--- src/hdl/bbr_pkg.sv ---
// Shared types, constants and helper functions for the bracket balance repair core.
package bbr_pkg;

    localparam int STACK_DEPTH_DEF = 64;

    localparam logic [7:0] CHR_OPEN_PAREN   = 8'h28;
    localparam logic [7:0] CHR_CLOSE_PAREN  = 8'h29;
    localparam logic [7:0] CHR_OPEN_SQUARE  = 8'h5B;
    localparam logic [7:0] CHR_CLOSE_SQUARE = 8'h5D;
    localparam logic [7:0] CHR_OPEN_CURLY   = 8'h7B;
    localparam logic [7:0] CHR_CLOSE_CURLY  = 8'h7D;

    typedef enum logic [1:0] {
        CODE_PAREN  = 2'd0,
        CODE_SQUARE = 2'd1,
        CODE_CURLY  = 2'd2,
        CODE_SPARE  = 2'd3
    } t_code;

    typedef enum logic [0:0] {
        ST_IDLE  = 1'b0,
        ST_FLUSH = 1'b1
    } t_state;

    localparam logic ACT_TEXT  = 1'b0;
    localparam logic ACT_FLUSH = 1'b1;

    // Shift control for the stack cells.
    typedef struct packed {
        logic push;
        logic pop;
    } t_stack_op;

    function automatic logic is_opener(input logic [7:0] b);
        return (b == CHR_OPEN_PAREN) || (b == CHR_OPEN_SQUARE) || (b == CHR_OPEN_CURLY);
    endfunction

    function automatic logic is_closer(input logic [7:0] b);
        return (b == CHR_CLOSE_PAREN) || (b == CHR_CLOSE_SQUARE) || (b == CHR_CLOSE_CURLY);
    endfunction

    function automatic t_code code_of(input logic [7:0] b);
        t_code c;
        c = CODE_CURLY;
        if (b == CHR_OPEN_PAREN) begin
            c = CODE_PAREN;
        end else if (b == CHR_OPEN_SQUARE) begin
            c = CODE_SQUARE;
        end
        return c;
    endfunction

    function automatic logic [7:0] closer_of(input t_code c);
        logic [7:0] r;
        unique case (c)
            CODE_PAREN:  r = CHR_CLOSE_PAREN;
            CODE_SQUARE: r = CHR_CLOSE_SQUARE;
            CODE_CURLY:  r = CHR_CLOSE_CURLY;
            default:     r = CHR_CLOSE_PAREN;
        endcase
        return r;
    endfunction

endpackage

--- src/hdl/bbr_cell.sv ---
// One stack cell: holds a bracket code and shifts with its neighbors on push or pop.
module bbr_cell (
    input  logic              i_clk,
    input  bbr_pkg::t_stack_op i_op,
    input  bbr_pkg::t_code    i_from_above,
    input  bbr_pkg::t_code    i_from_below,
    output bbr_pkg::t_code    o_code
);
    import bbr_pkg::*;

    t_code r_code;

    // Push moves entries deeper, pop moves them toward the top.
    always_ff @(posedge i_clk) begin
        if (i_op.push) begin
            r_code <= i_from_above;
        end else if (i_op.pop) begin
            r_code <= i_from_below;
        end
    end

    assign o_code = r_code;

endmodule

--- src/hdl/bracket_balance_repair_core.sv ---
// Bracket balance repair: a text byte gives at most one result; a flush emits a closer per open bracket.
// Text results are registered in the output register; flush results come from the FLUSH state,
// one per cycle while the output is free, and the last of them has o_last set.
// Throughput: one text byte per cycle while the output is free; a flush holds input until the stack is empty.
// The stack is a row of shifting cells, top in cell 0, so a push or pop shifts all cells together.
// Reset (synchronous, active low) empties the stack count, clears overflow and the output valid flag.
module bracket_balance_repair_core #(
    parameter int STACK_DEPTH = bbr_pkg::STACK_DEPTH_DEF
) (
    input  logic       i_clk,
    input  logic       i_rst_n,
    input  logic       i_in_valid,
    output logic       o_in_ready,
    input  logic       i_action,
    input  logic [7:0] i_data_byte,
    output logic       o_out_valid,
    input  logic       i_out_ready,
    output logic [7:0] o_out_byte,
    output logic       o_last,
    output logic       o_overflowed
);
    import bbr_pkg::*;

    localparam int CW = $clog2(STACK_DEPTH + 1);
    localparam logic [CW-1:0] FULL = CW'(STACK_DEPTH);
    localparam logic [CW-1:0] ONE  = CW'(1);

    t_state        r_state, n_state;
    logic [CW-1:0] r_count, n_count;
    logic          r_ovf, n_ovf;
    logic          r_out_valid, n_out_valid;
    logic [7:0]    r_out_byte, n_out_byte;
    logic          r_out_last, n_out_last;
    logic          r_out_ovf, n_out_ovf;

    t_stack_op     stack_op;
    t_code         push_code;
    t_code         cell_code [STACK_DEPTH];
    logic          out_free;
    logic          accept;

    assign out_free   = !r_out_valid || i_out_ready;
    assign o_in_ready = (r_state == ST_IDLE) && out_free;
    assign accept     = i_in_valid && o_in_ready;
    assign push_code  = code_of(i_data_byte);

    // Next state
    always_comb begin
        n_state = r_state;
        unique case (r_state)
            ST_IDLE: begin
                if (accept && (i_action == ACT_FLUSH) && (r_count != '0)) begin
                    n_state = ST_FLUSH;
                end
            end
            ST_FLUSH: begin
                if (out_free && (r_count == ONE)) begin
                    n_state = ST_IDLE;
                end
            end
            default: n_state = ST_IDLE;
        endcase
    end

    // Datapath control and result
    always_comb begin
        stack_op    = '0;
        n_count     = r_count;
        n_ovf       = r_ovf;
        n_out_valid = r_out_valid && !i_out_ready;
        n_out_byte  = r_out_byte;
        n_out_last  = r_out_last;
        n_out_ovf   = r_out_ovf;
        unique case (r_state)
            ST_IDLE: begin
                if (accept && (i_action == ACT_TEXT)) begin
                    if (is_opener(i_data_byte)) begin
                        if (r_count < FULL) begin
                            stack_op.push = 1'b1;
                            n_count       = r_count + ONE;
                        end else begin
                            n_ovf = 1'b1;
                        end
                        n_out_valid = 1'b1;
                        n_out_byte  = i_data_byte;
                    end else if (is_closer(i_data_byte)) begin
                        // Drop a closer with nothing open.
                        if (r_count != '0) begin
                            stack_op.pop = 1'b1;
                            n_count      = r_count - ONE;
                            n_out_valid  = 1'b1;
                            n_out_byte   = closer_of(cell_code[0]);
                        end
                    end else begin
                        n_out_valid = 1'b1;
                        n_out_byte  = i_data_byte;
                    end
                    n_out_last = 1'b1;
                    n_out_ovf  = n_ovf;
                end
            end
            ST_FLUSH: begin
                if (out_free) begin
                    stack_op.pop = 1'b1;
                    n_count      = r_count - ONE;
                    n_out_valid  = 1'b1;
                    n_out_byte   = closer_of(cell_code[0]);
                    n_out_last   = (r_count == ONE);
                    n_out_ovf    = r_ovf;
                end
            end
            default: begin
                stack_op = '0;
            end
        endcase
    end

    always_ff @(posedge i_clk) begin
        if (!i_rst_n) begin
            r_state     <= ST_IDLE;
            r_count     <= '0;
            r_ovf       <= 1'b0;
            r_out_valid <= 1'b0;
        end else begin
            r_state     <= n_state;
            r_count     <= n_count;
            r_ovf       <= n_ovf;
            r_out_valid <= n_out_valid;
        end
    end

    always_ff @(posedge i_clk) begin
        r_out_byte <= n_out_byte;
        r_out_last <= n_out_last;
        r_out_ovf  <= n_out_ovf;
    end

    for (genvar g = 0; g < STACK_DEPTH; g++) begin : g_cell
        t_code above;
        t_code below;
        if (g == 0) begin : g_top
            assign above = push_code;
        end else begin : g_mid
            assign above = cell_code[g-1];
        end
        if (g == STACK_DEPTH - 1) begin : g_bottom
            assign below = CODE_PAREN;
        end else begin : g_inner
            assign below = cell_code[g+1];
        end
        bbr_cell u_cell (
            .i_clk        (i_clk),
            .i_op         (stack_op),
            .i_from_above (above),
            .i_from_below (below),
            .o_code       (cell_code[g])
        );
    end

    assign o_out_valid  = r_out_valid;
    assign o_out_byte   = r_out_byte;
    assign o_last       = r_out_last;
    assign o_overflowed = r_out_ovf;

endmodule
--- config.mk ---
export PLATFORM = sky130hd
export DESIGN_NAME = bracket_balance_repair_core
export DESIGN_NICKNAME = d
export VERILOG_FILES = /design/src/hdl/bbr_pkg.sv /design/src/hdl/bbr_cell.sv /design/src/hdl/bracket_balance_repair_core.sv
export SDC_FILE = /design/constraint.sdc
export NUM_CORES = 1
export LEC_CHECK = 0
export BUFFER_PORTS_ARGS = -buffer_cell sky130_fd_sc_hd__buf_2
export CORE_MARGIN = 1
export CORE_UTILIZATION = 35
export DETAILED_ROUTE_END_ITERATION = 8
export GPL_TIMING_DRIVEN = 0
export PLACE_DENSITY = 0.58
export SYNTH_ARGS = -nofsm -noshare
export SYNTH_HDL_FRONTEND = slang
export SYNTH_HIERARCHICAL = 1
export SYNTH_SLANG_ARGS = --single-unit
--- constraint.sdc ---
create_clock -name i_clk -period 46.5 [get_ports i_clk]
set_input_delay 9.3 -clock i_clk [delete_from_list [all_inputs] [get_ports i_clk]]
set_output_delay 9.3 -clock i_clk [all_outputs]
set_load 0.02 [all_outputs]
==> results of run 1 <==
layer usage:
| metal | up-vias | GRT usage, % |
|---|---|---|
| met5 | - | 0 |
| li1 | 1851 | - |
| met1 | 1819 | 14.47 |
| met4 | 0 | 5.093 |
| met3 | 12 | 3.052 |
| met2 | 51 | 19.23 |
tightest hold or removal path: stages, from the launching register on:
cell and delay, ns:
dfxtp_1 0.34, nand2_1 0.06, mux2i_1 0.06
final cells by class:
cell class	instances	share of cell area, %
Clock buffer	19	5.319
Tap cell	265	4.074
Sequential cell	148	53.37
Inverter	8	0.3689
Multi-Input combinational cell	292	31.78
Timing Repair Buffer	43	3.566
Buffer	3	0.1384
Clock inverter	13	1.384
power by group through the flow:
stage,registers (mW),clock network (mW),logic [mW]
floorplan,0.150,0,0.00524
global placement,0.150,0,0.00830
detailed placement,0.150,0,0.00829
CTS,0.147,0.128,0.00836
global route,0.147,0.133,0.00917
finish,0.147,0.124,0.00828
registers in the layout, indices dropped and copies added, names as in the netlist:
register              flops
g_cell.u_cell/o_code    128
o_out_byte                8
r_count                   7
o_last                    1
o_out_valid               1
o_overflowed              1
r_ovf                     1
r_state                   1
per-stage QoR:
step                      setup WS [ns]  utilization, %  power (mW)  instances  cell area (um2)
after floorplan                   19.93               -      0.1554        451             6958
after global placement            14.16           38.07      0.1580        740             7410
after detailed placement          27.18           39.02      0.1580        759             7594
after CTS                         27.18           41.82      0.2833        791             8139
after global routing              27.12           41.82      0.2894        791             8139
final                             27.18           41.82      0.2793        791             8139
kinds of logic (layout without fill, tap and decap cells):
family | Yosys count | after routing | synth area share, %
DFF | 148 | 148 | 62.47
muxes | 133 | 133 | 21.45
and+or+nand+nor | 123 | 123 | 11.23
AOI/OAI and AO/OA | 27 | 27 | 3.059
buffers and inverters | 11 | 86 | 0.5937
adders and majority gates | 5 | 5 | 0.8996
xor gates and xnor gates | 2 | 2 | 0.2519
other | 1 | 2 | 0.05392
Yosys cell counts, types with 2 or more instances:
cell type	instances	area (um2)
nor2_1	8	30.03
or2_2	66	412.9
and2_1	3	18.77
nand2_1	8	30.03
clkbuf_1	3	11.26
mux2_2	128	1441
nor3_1	2	10.01
mux2i_1	5	50.05
nand4_1	6	37.54
inv_1	8	30.03
or4_1	2	15.01
o21ai_0	5	25.02
nand2b_1	6	37.54
xnor2_1	2	17.52
and3_1	2	12.51
nor2b_1	6	37.54
a21o_1	4	30.03
a21oi_1	8	40.04
ha_1	5	62.56
or3_1	3	18.77
edfxtp_1	138	4144
dfxtp_1	10	200.2
worst max-delay path by stage:
stage                                        endpoint  depth (start not counted)  slack [ns]           start
after global routing                       o_in_ready                          4       27.12     i_out_ready
after CTS                                  o_in_ready                          4       27.18     i_out_ready
after detailed placement                   o_in_ready                          4       27.18     i_out_ready
after floorplan            g_cell[0].u_cell/o_code[0]                          4       19.93  i_data_byte[3]
final                                      o_in_ready                          4       27.18     i_out_ready
after global placement    g_cell[50].u_cell/o_code[1]                          5       14.16  i_data_byte[7]
==> impl_metrics.py, run 1 <==
metrics = {
    "timing": {
        "fin_crit_sh_pct": 41.56,
        "whs_ns": 0.5052,
        "rsz0062_at_grt": "no",
        "setup_viol": 0,
        "slew_headroom_pct": 45.02,
        "period_needed_ns": 19.32,
        "final_max_slew_viol_count": 0,
        "worst_pin_slew_ns": 0.8208,
        "tns_ns": 0,
        "fin_skew_ns": 0.008214,
        "hold_violations": 0,
        "fmax_mhz": 51.75,
    },
    "logic_synthesis": {
        "synth_edf_count": 138,
        "yosys_warnings": 6,
        "netlist_area_um2": 6954,
        "synthFlopType": "edfxtp_1",
        "ys_ff_latch": 148,
        "synth.distinct_cells": 44,
        "async_flop_share_pct": 0,
        "syn_inst": 450,
        "ys_seq_area_share_pct": 62.47,
        "syn_avg_cell_area_um2": 15.45,
    },
    "min_path": {
        "min_to": "r_count[5]",
        "holdCritStartpoint": "r_count[5]",
        "min_path_type": "flop to flop",
        "whs_path_depth": 2,
    },
    "setup_path": {
        "r2r-end": "g_cell[48].u_cell/o_code[0]",
        "cp.required_ns": 37.20,
        "reg2reg_slack_ns": 43.15,
        "path_common_cell": "buf_2",
        "cp.arrival_ns": 10.02,
        "r2r-start": "r_state",
        "crit_fanout": 3,
        "critPathCaptureType": "output pin",
        "cp-start-kind": "input port",
        "path_buf_inv": 2,
        "slowest_stage": "nor2b_1",
        "worstPathCellList": "buf_2, nor2b_1, nor2_1, buf_2",
        "ff2ff_path_depth": 10,
        "max_stage_delay_ns": 0.29,
        "cp_top_family": "simple AND/OR/NAND/NOR gates",
        "worstSetupPathType": "input port to output pin",
    },
    "power_and_ir_drop": {
        "swShare_pct": 20.17,
        "power_leakage_nw": 2.963,
        "clock_power_share_pct": 44.4,
        "p_seq_share_pct": 52.6,
        "p_switching_mw": 0.05635,
        "p_int_mw": 0.2230,
        "cellPowerDensity_nw_per_um2": 34.32,
        "peakVddDrop_mv": 0.01674,
        "p_comb_share_pct": 3.0,
    },
    "routing": {
        "wl_met3_um": 312,
        "route.met2.wl_um": 5229,
        "drc": 0,
        "drt-initial-drc-count": 214,
        "vias": 3733,
        "wl_met1_um": 5061,
        "drtAntennaViolNets": 0,
        "firstDrtPassIters": 4,
        "via_per_inst": 4.719,
        "drt-total-wl_um": 10770,
        "post_drt_wl_per_cell_um": 13.61,
        "highest_layer": "met4",
    },
    "cts": {
        "ctsHoldBuffers": 0,
        "tritoncts": "done",
        "clockRootBuffer": "clkbuf_16",
        "path_clk_slew_ns": 0.06,
        "ctsResizeCount": 0,
        "numCtsBuffers": 17,
        "post_cts.repair.setup_buffers": 0,
        "htreeDepth": 4,
        "cts_num_sinks": 148,
        "clock_path_buffers": 2,
        "insertion_delay_ns": 0.41,
    },
    "finish": {
        "multi_input_area_um2": 2586,
        "diodes": 0,
        "register_area_um2": 4344,
        "drive_gt1_share_pct": 52.66,
        "final_common_cell": "edfxtp_1",
        "mostFrequentLayoutCells": "edfxtp_1 (138), mux2_2 (128), or2_2 (66)",
        "nets": 531,
        "area_growth_pct": 17.04,
        "fillers": 1774,
    },
    "placed_design": {
        "dp_hpwl_um": 7694,
        "io_buffer_count": 24,
        "gp_congestion": 0.8310,
    },
    "floorplan": {
        "initial_core_util_pct": 35.73,
        "dieHeight_um": 143.0,
        "core_um2": 19460,
        "dieArea_um2": 20440,
        "die_w_um": 143.0,
        "rows": 51,
        "ios": 25,
    },
    "global_route": {
        "antenna_found_initial": 0,
        "grt_pass1_wl_um": 18770,
        "track_usage_pct": 11.70,
        "overflow": 0,
        "grt_max_degree": 36,
        "grt_pass1_vias": 3887,
    },
    "run": {
        "maxCapViolations": 0,
    },
    "status": {
        "status": "finished, final reports clean",
    },
}
(Power assumes the default switching activity.)
==> inputs of run 2 (changes only) <==
==> constraint.sdc (replaced) <==
create_clock -name i_clk -period 19.1 [get_ports i_clk]
set_input_delay 3.82 -clock i_clk [delete_from_list [all_inputs] [get_ports i_clk]]
set_output_delay 3.82 -clock i_clk [all_outputs]
set_load 0.02 [all_outputs]
==> run 2 against run 1 <==
- sequential cell count is the same
- register-to-register slack lost 27 ns
- hold slack lost 0.0048 ns
- largest power group unchanged
- cell area grew 1.1%
- sequential power grew 140%
- combinational power grew 150%
- critical path depth is the same
- critical endpoint unchanged
- clock skew shrank 0.0020 ns
==> impl_metrics.py, run 2 (synthesis gave the netlist of run 1 again) <==
metrics = {
    "status": {
        "status": "finished, final reports clean",
    },
    "cts": {
        "clock_path_buffers": 2,
        "tritoncts": "done",
        "path_clk_slew_ns": 0.06,
        "ctsHoldBuffers": 0,
        "post_cts.repair.setup_buffers": 0,
        "cts_num_sinks": 148,
        "clockRootBuffer": "clkbuf_16",
        "ctsResizeCount": 0,
        "insertion_delay_ns": 0.41,
        "htreeDepth": 4,
        "numCtsBuffers": 17,
    },
    "global_route": {
        "grt_use_met1_pct": 14.81,
        "grt_pass1_vias": 3852,
        "grt-busiest-layer": "met2",
        "overflow": 0,
        "grt_pass1_wl_um": 18720,
        "use_met3_pct": 2.850,
        "antenna_found_initial": 0,
        "grt_max_degree": 36,
        "grtUsageMet2_pct": 18.95,
        "track_usage_pct": 11.80,
    },
    "min_path": {
        "min_path_type": "flop to flop",
        "whs_path_depth": 2,
        "min_to": "r_ovf",
        "holdCritStartpoint": "r_ovf",
    },
    "timing": {
        "fmax_mhz": 119.4,
        "worst_pin_slew_ns": 0.8886,
        "final_max_slew_viol_count": 0,
        "setup_viol": 0,
        "fin_skew_ns": 0.006183,
        "fin_crit_sh_pct": 43.85,
        "slew_headroom_pct": 40.32,
        "period_needed_ns": 8.376,
        "hold_violations": 0,
        "tns_ns": 0,
        "rsz0062_at_grt": "no",
    },
    "finish": {
        "final_common_cell": "edfxtp_1",
        "diodes": 0,
        "post-route-util_pct": 42.28,
        "largest_reg_flops": 128,
        "area_growth_pct": 18.33,
        "fin_area_um2": 8229,
        "nets": 523,
        "drive_gt1_share_pct": 52.12,
        "mostFrequentLayoutCells": "edfxtp_1 (138), mux2_2 (128), or2_2 (66)",
    },
    "setup_path": {
        "reg2reg_slack_ns": 15.89,
        "r2r-start": "r_state",
        "r2r-end": "g_cell[39].u_cell/o_code[1]",
        "cp.required_ns": 15.28,
        "slowest_stage": "nor2b_1",
        "cp_top_family": "simple AND/OR/NAND/NOR gates",
        "crit_fanout": 3,
        "critPathCaptureType": "output pin",
        "worstSetupPathType": "input port to output pin",
        "path_common_cell": "buf_2",
        "cp.depth": 4,
        "cp-start-kind": "input port",
        "ff2ff_path_depth": 9,
        "path_buf_inv": 2,
        "worstPathCellList": "buf_2, nor2b_1, nor2_1, buf_2",
        "max_stage_delay_ns": 0.29,
        "cp.arrival_ns": 4.56,
    },
    "routing": {
        "drt-total-wl_um": 11010,
        "via_per_inst": 4.796,
        "drc": 0,
        "firstDrtPassIters": 6,
        "post_drt_wl_per_cell_um": 14.07,
        "drt-initial-drc-count": 223,
        "vias": 3755,
        "drtAntennaViolNets": 0,
    },
    "floorplan": {
        "dieHeight_um": 143.0,
        "initial_core_util_pct": 35.73,
        "rows": 51,
        "ios": 25,
        "die_w_um": 143.0,
        "core_um2": 19460,
        "dieArea_um2": 20440,
    },
    "power_and_ir_drop": {
        "power_leakage_nw": 2.982,
        "cellPowerDensity_nw_per_um2": 89.17,
        "power_mw": 0.7338,
        "peakVddDrop_mv": 0.04364,
    },
    "run": {
        "maxCapViolations": 0,
    },
    "placed_design": {
        "io_buffer_count": 24,
        "gp_congestion": 0.8273,
        "dp_hpwl_um": 7781,
        "postPlaceCellArea_um2": 7591,
    },
}
## run 2: cell types whose count changed in the layout (fill, tap and decap cells not counted), moves of 2 or more
cell	before	now
buf_4	16	0
buf_8	0	5
bufinv_16	1	5
buf_6	2	5
clkinv_4	3	1
clkinvlp_4	5	3
## run 2: stage by stage
stage	setup slack, ns	hold slack [ns]	instances
2_1_floorplan	5.039	0.4509	451
3_3_place_gp	1.829	0.4768	740
3_5_place_dp	10.74	0.4906	751
4_1_cts	10.73	0.5013	783
5_1_grt	10.65	0.5255	783
6_report	10.72	0.5004	783
## run 2: how the worst max path moves through the flow
stage	end	start	slack, ns
2_1_floorplan	g_cell[0].u_cell/o_code[0]	i_data_byte[0]	5.04
3_3_place_gp	g_cell[32].u_cell/o_code[0]	i_data_byte[0]	1.83
3_5_place_dp	o_in_ready	i_out_ready	10.74
4_1_cts	o_in_ready	i_out_ready	10.73
5_1_grt	o_in_ready	i_out_ready	10.65
6_report	o_in_ready	i_out_ready	10.72
## run 2: cell type report
class,instances,area (um2)
buffer,3,11.26
clock buffer,18,429.2
clock inverter,14,209.0
fill,1723,11230
inverter,8,30.03
multi-input combinational,292,2595
sequential,148,4344
tap,265,331.6
timing repair buffer,35,279.0
## run 2: power breakdown
group / switching (mW) / internal (mW)
clock network: 0.125 / 0.231
registers: 0.00189 / 0.356
logic: 0.0115 / 0.00887
total: 0.138 / 0.596
## run 2: tightest hold or removal path, delay by kind of cell, from the launching register on
family          cells  cell delay [ns]
flops               1             0.33
simple gates        1             0.09
compound gates      1             0.04
## run 2: layer usage
| metal | up-vias | part of all wire, % |
|---|---|---|
| li1 | 1841 | - |
| met1 | 1835 | 47 |
| met2 | 59 | 49 |
| met3 | 20 | 2.5 |
| met4 | 0 | 2.0 |
| met5 | - | 0 |
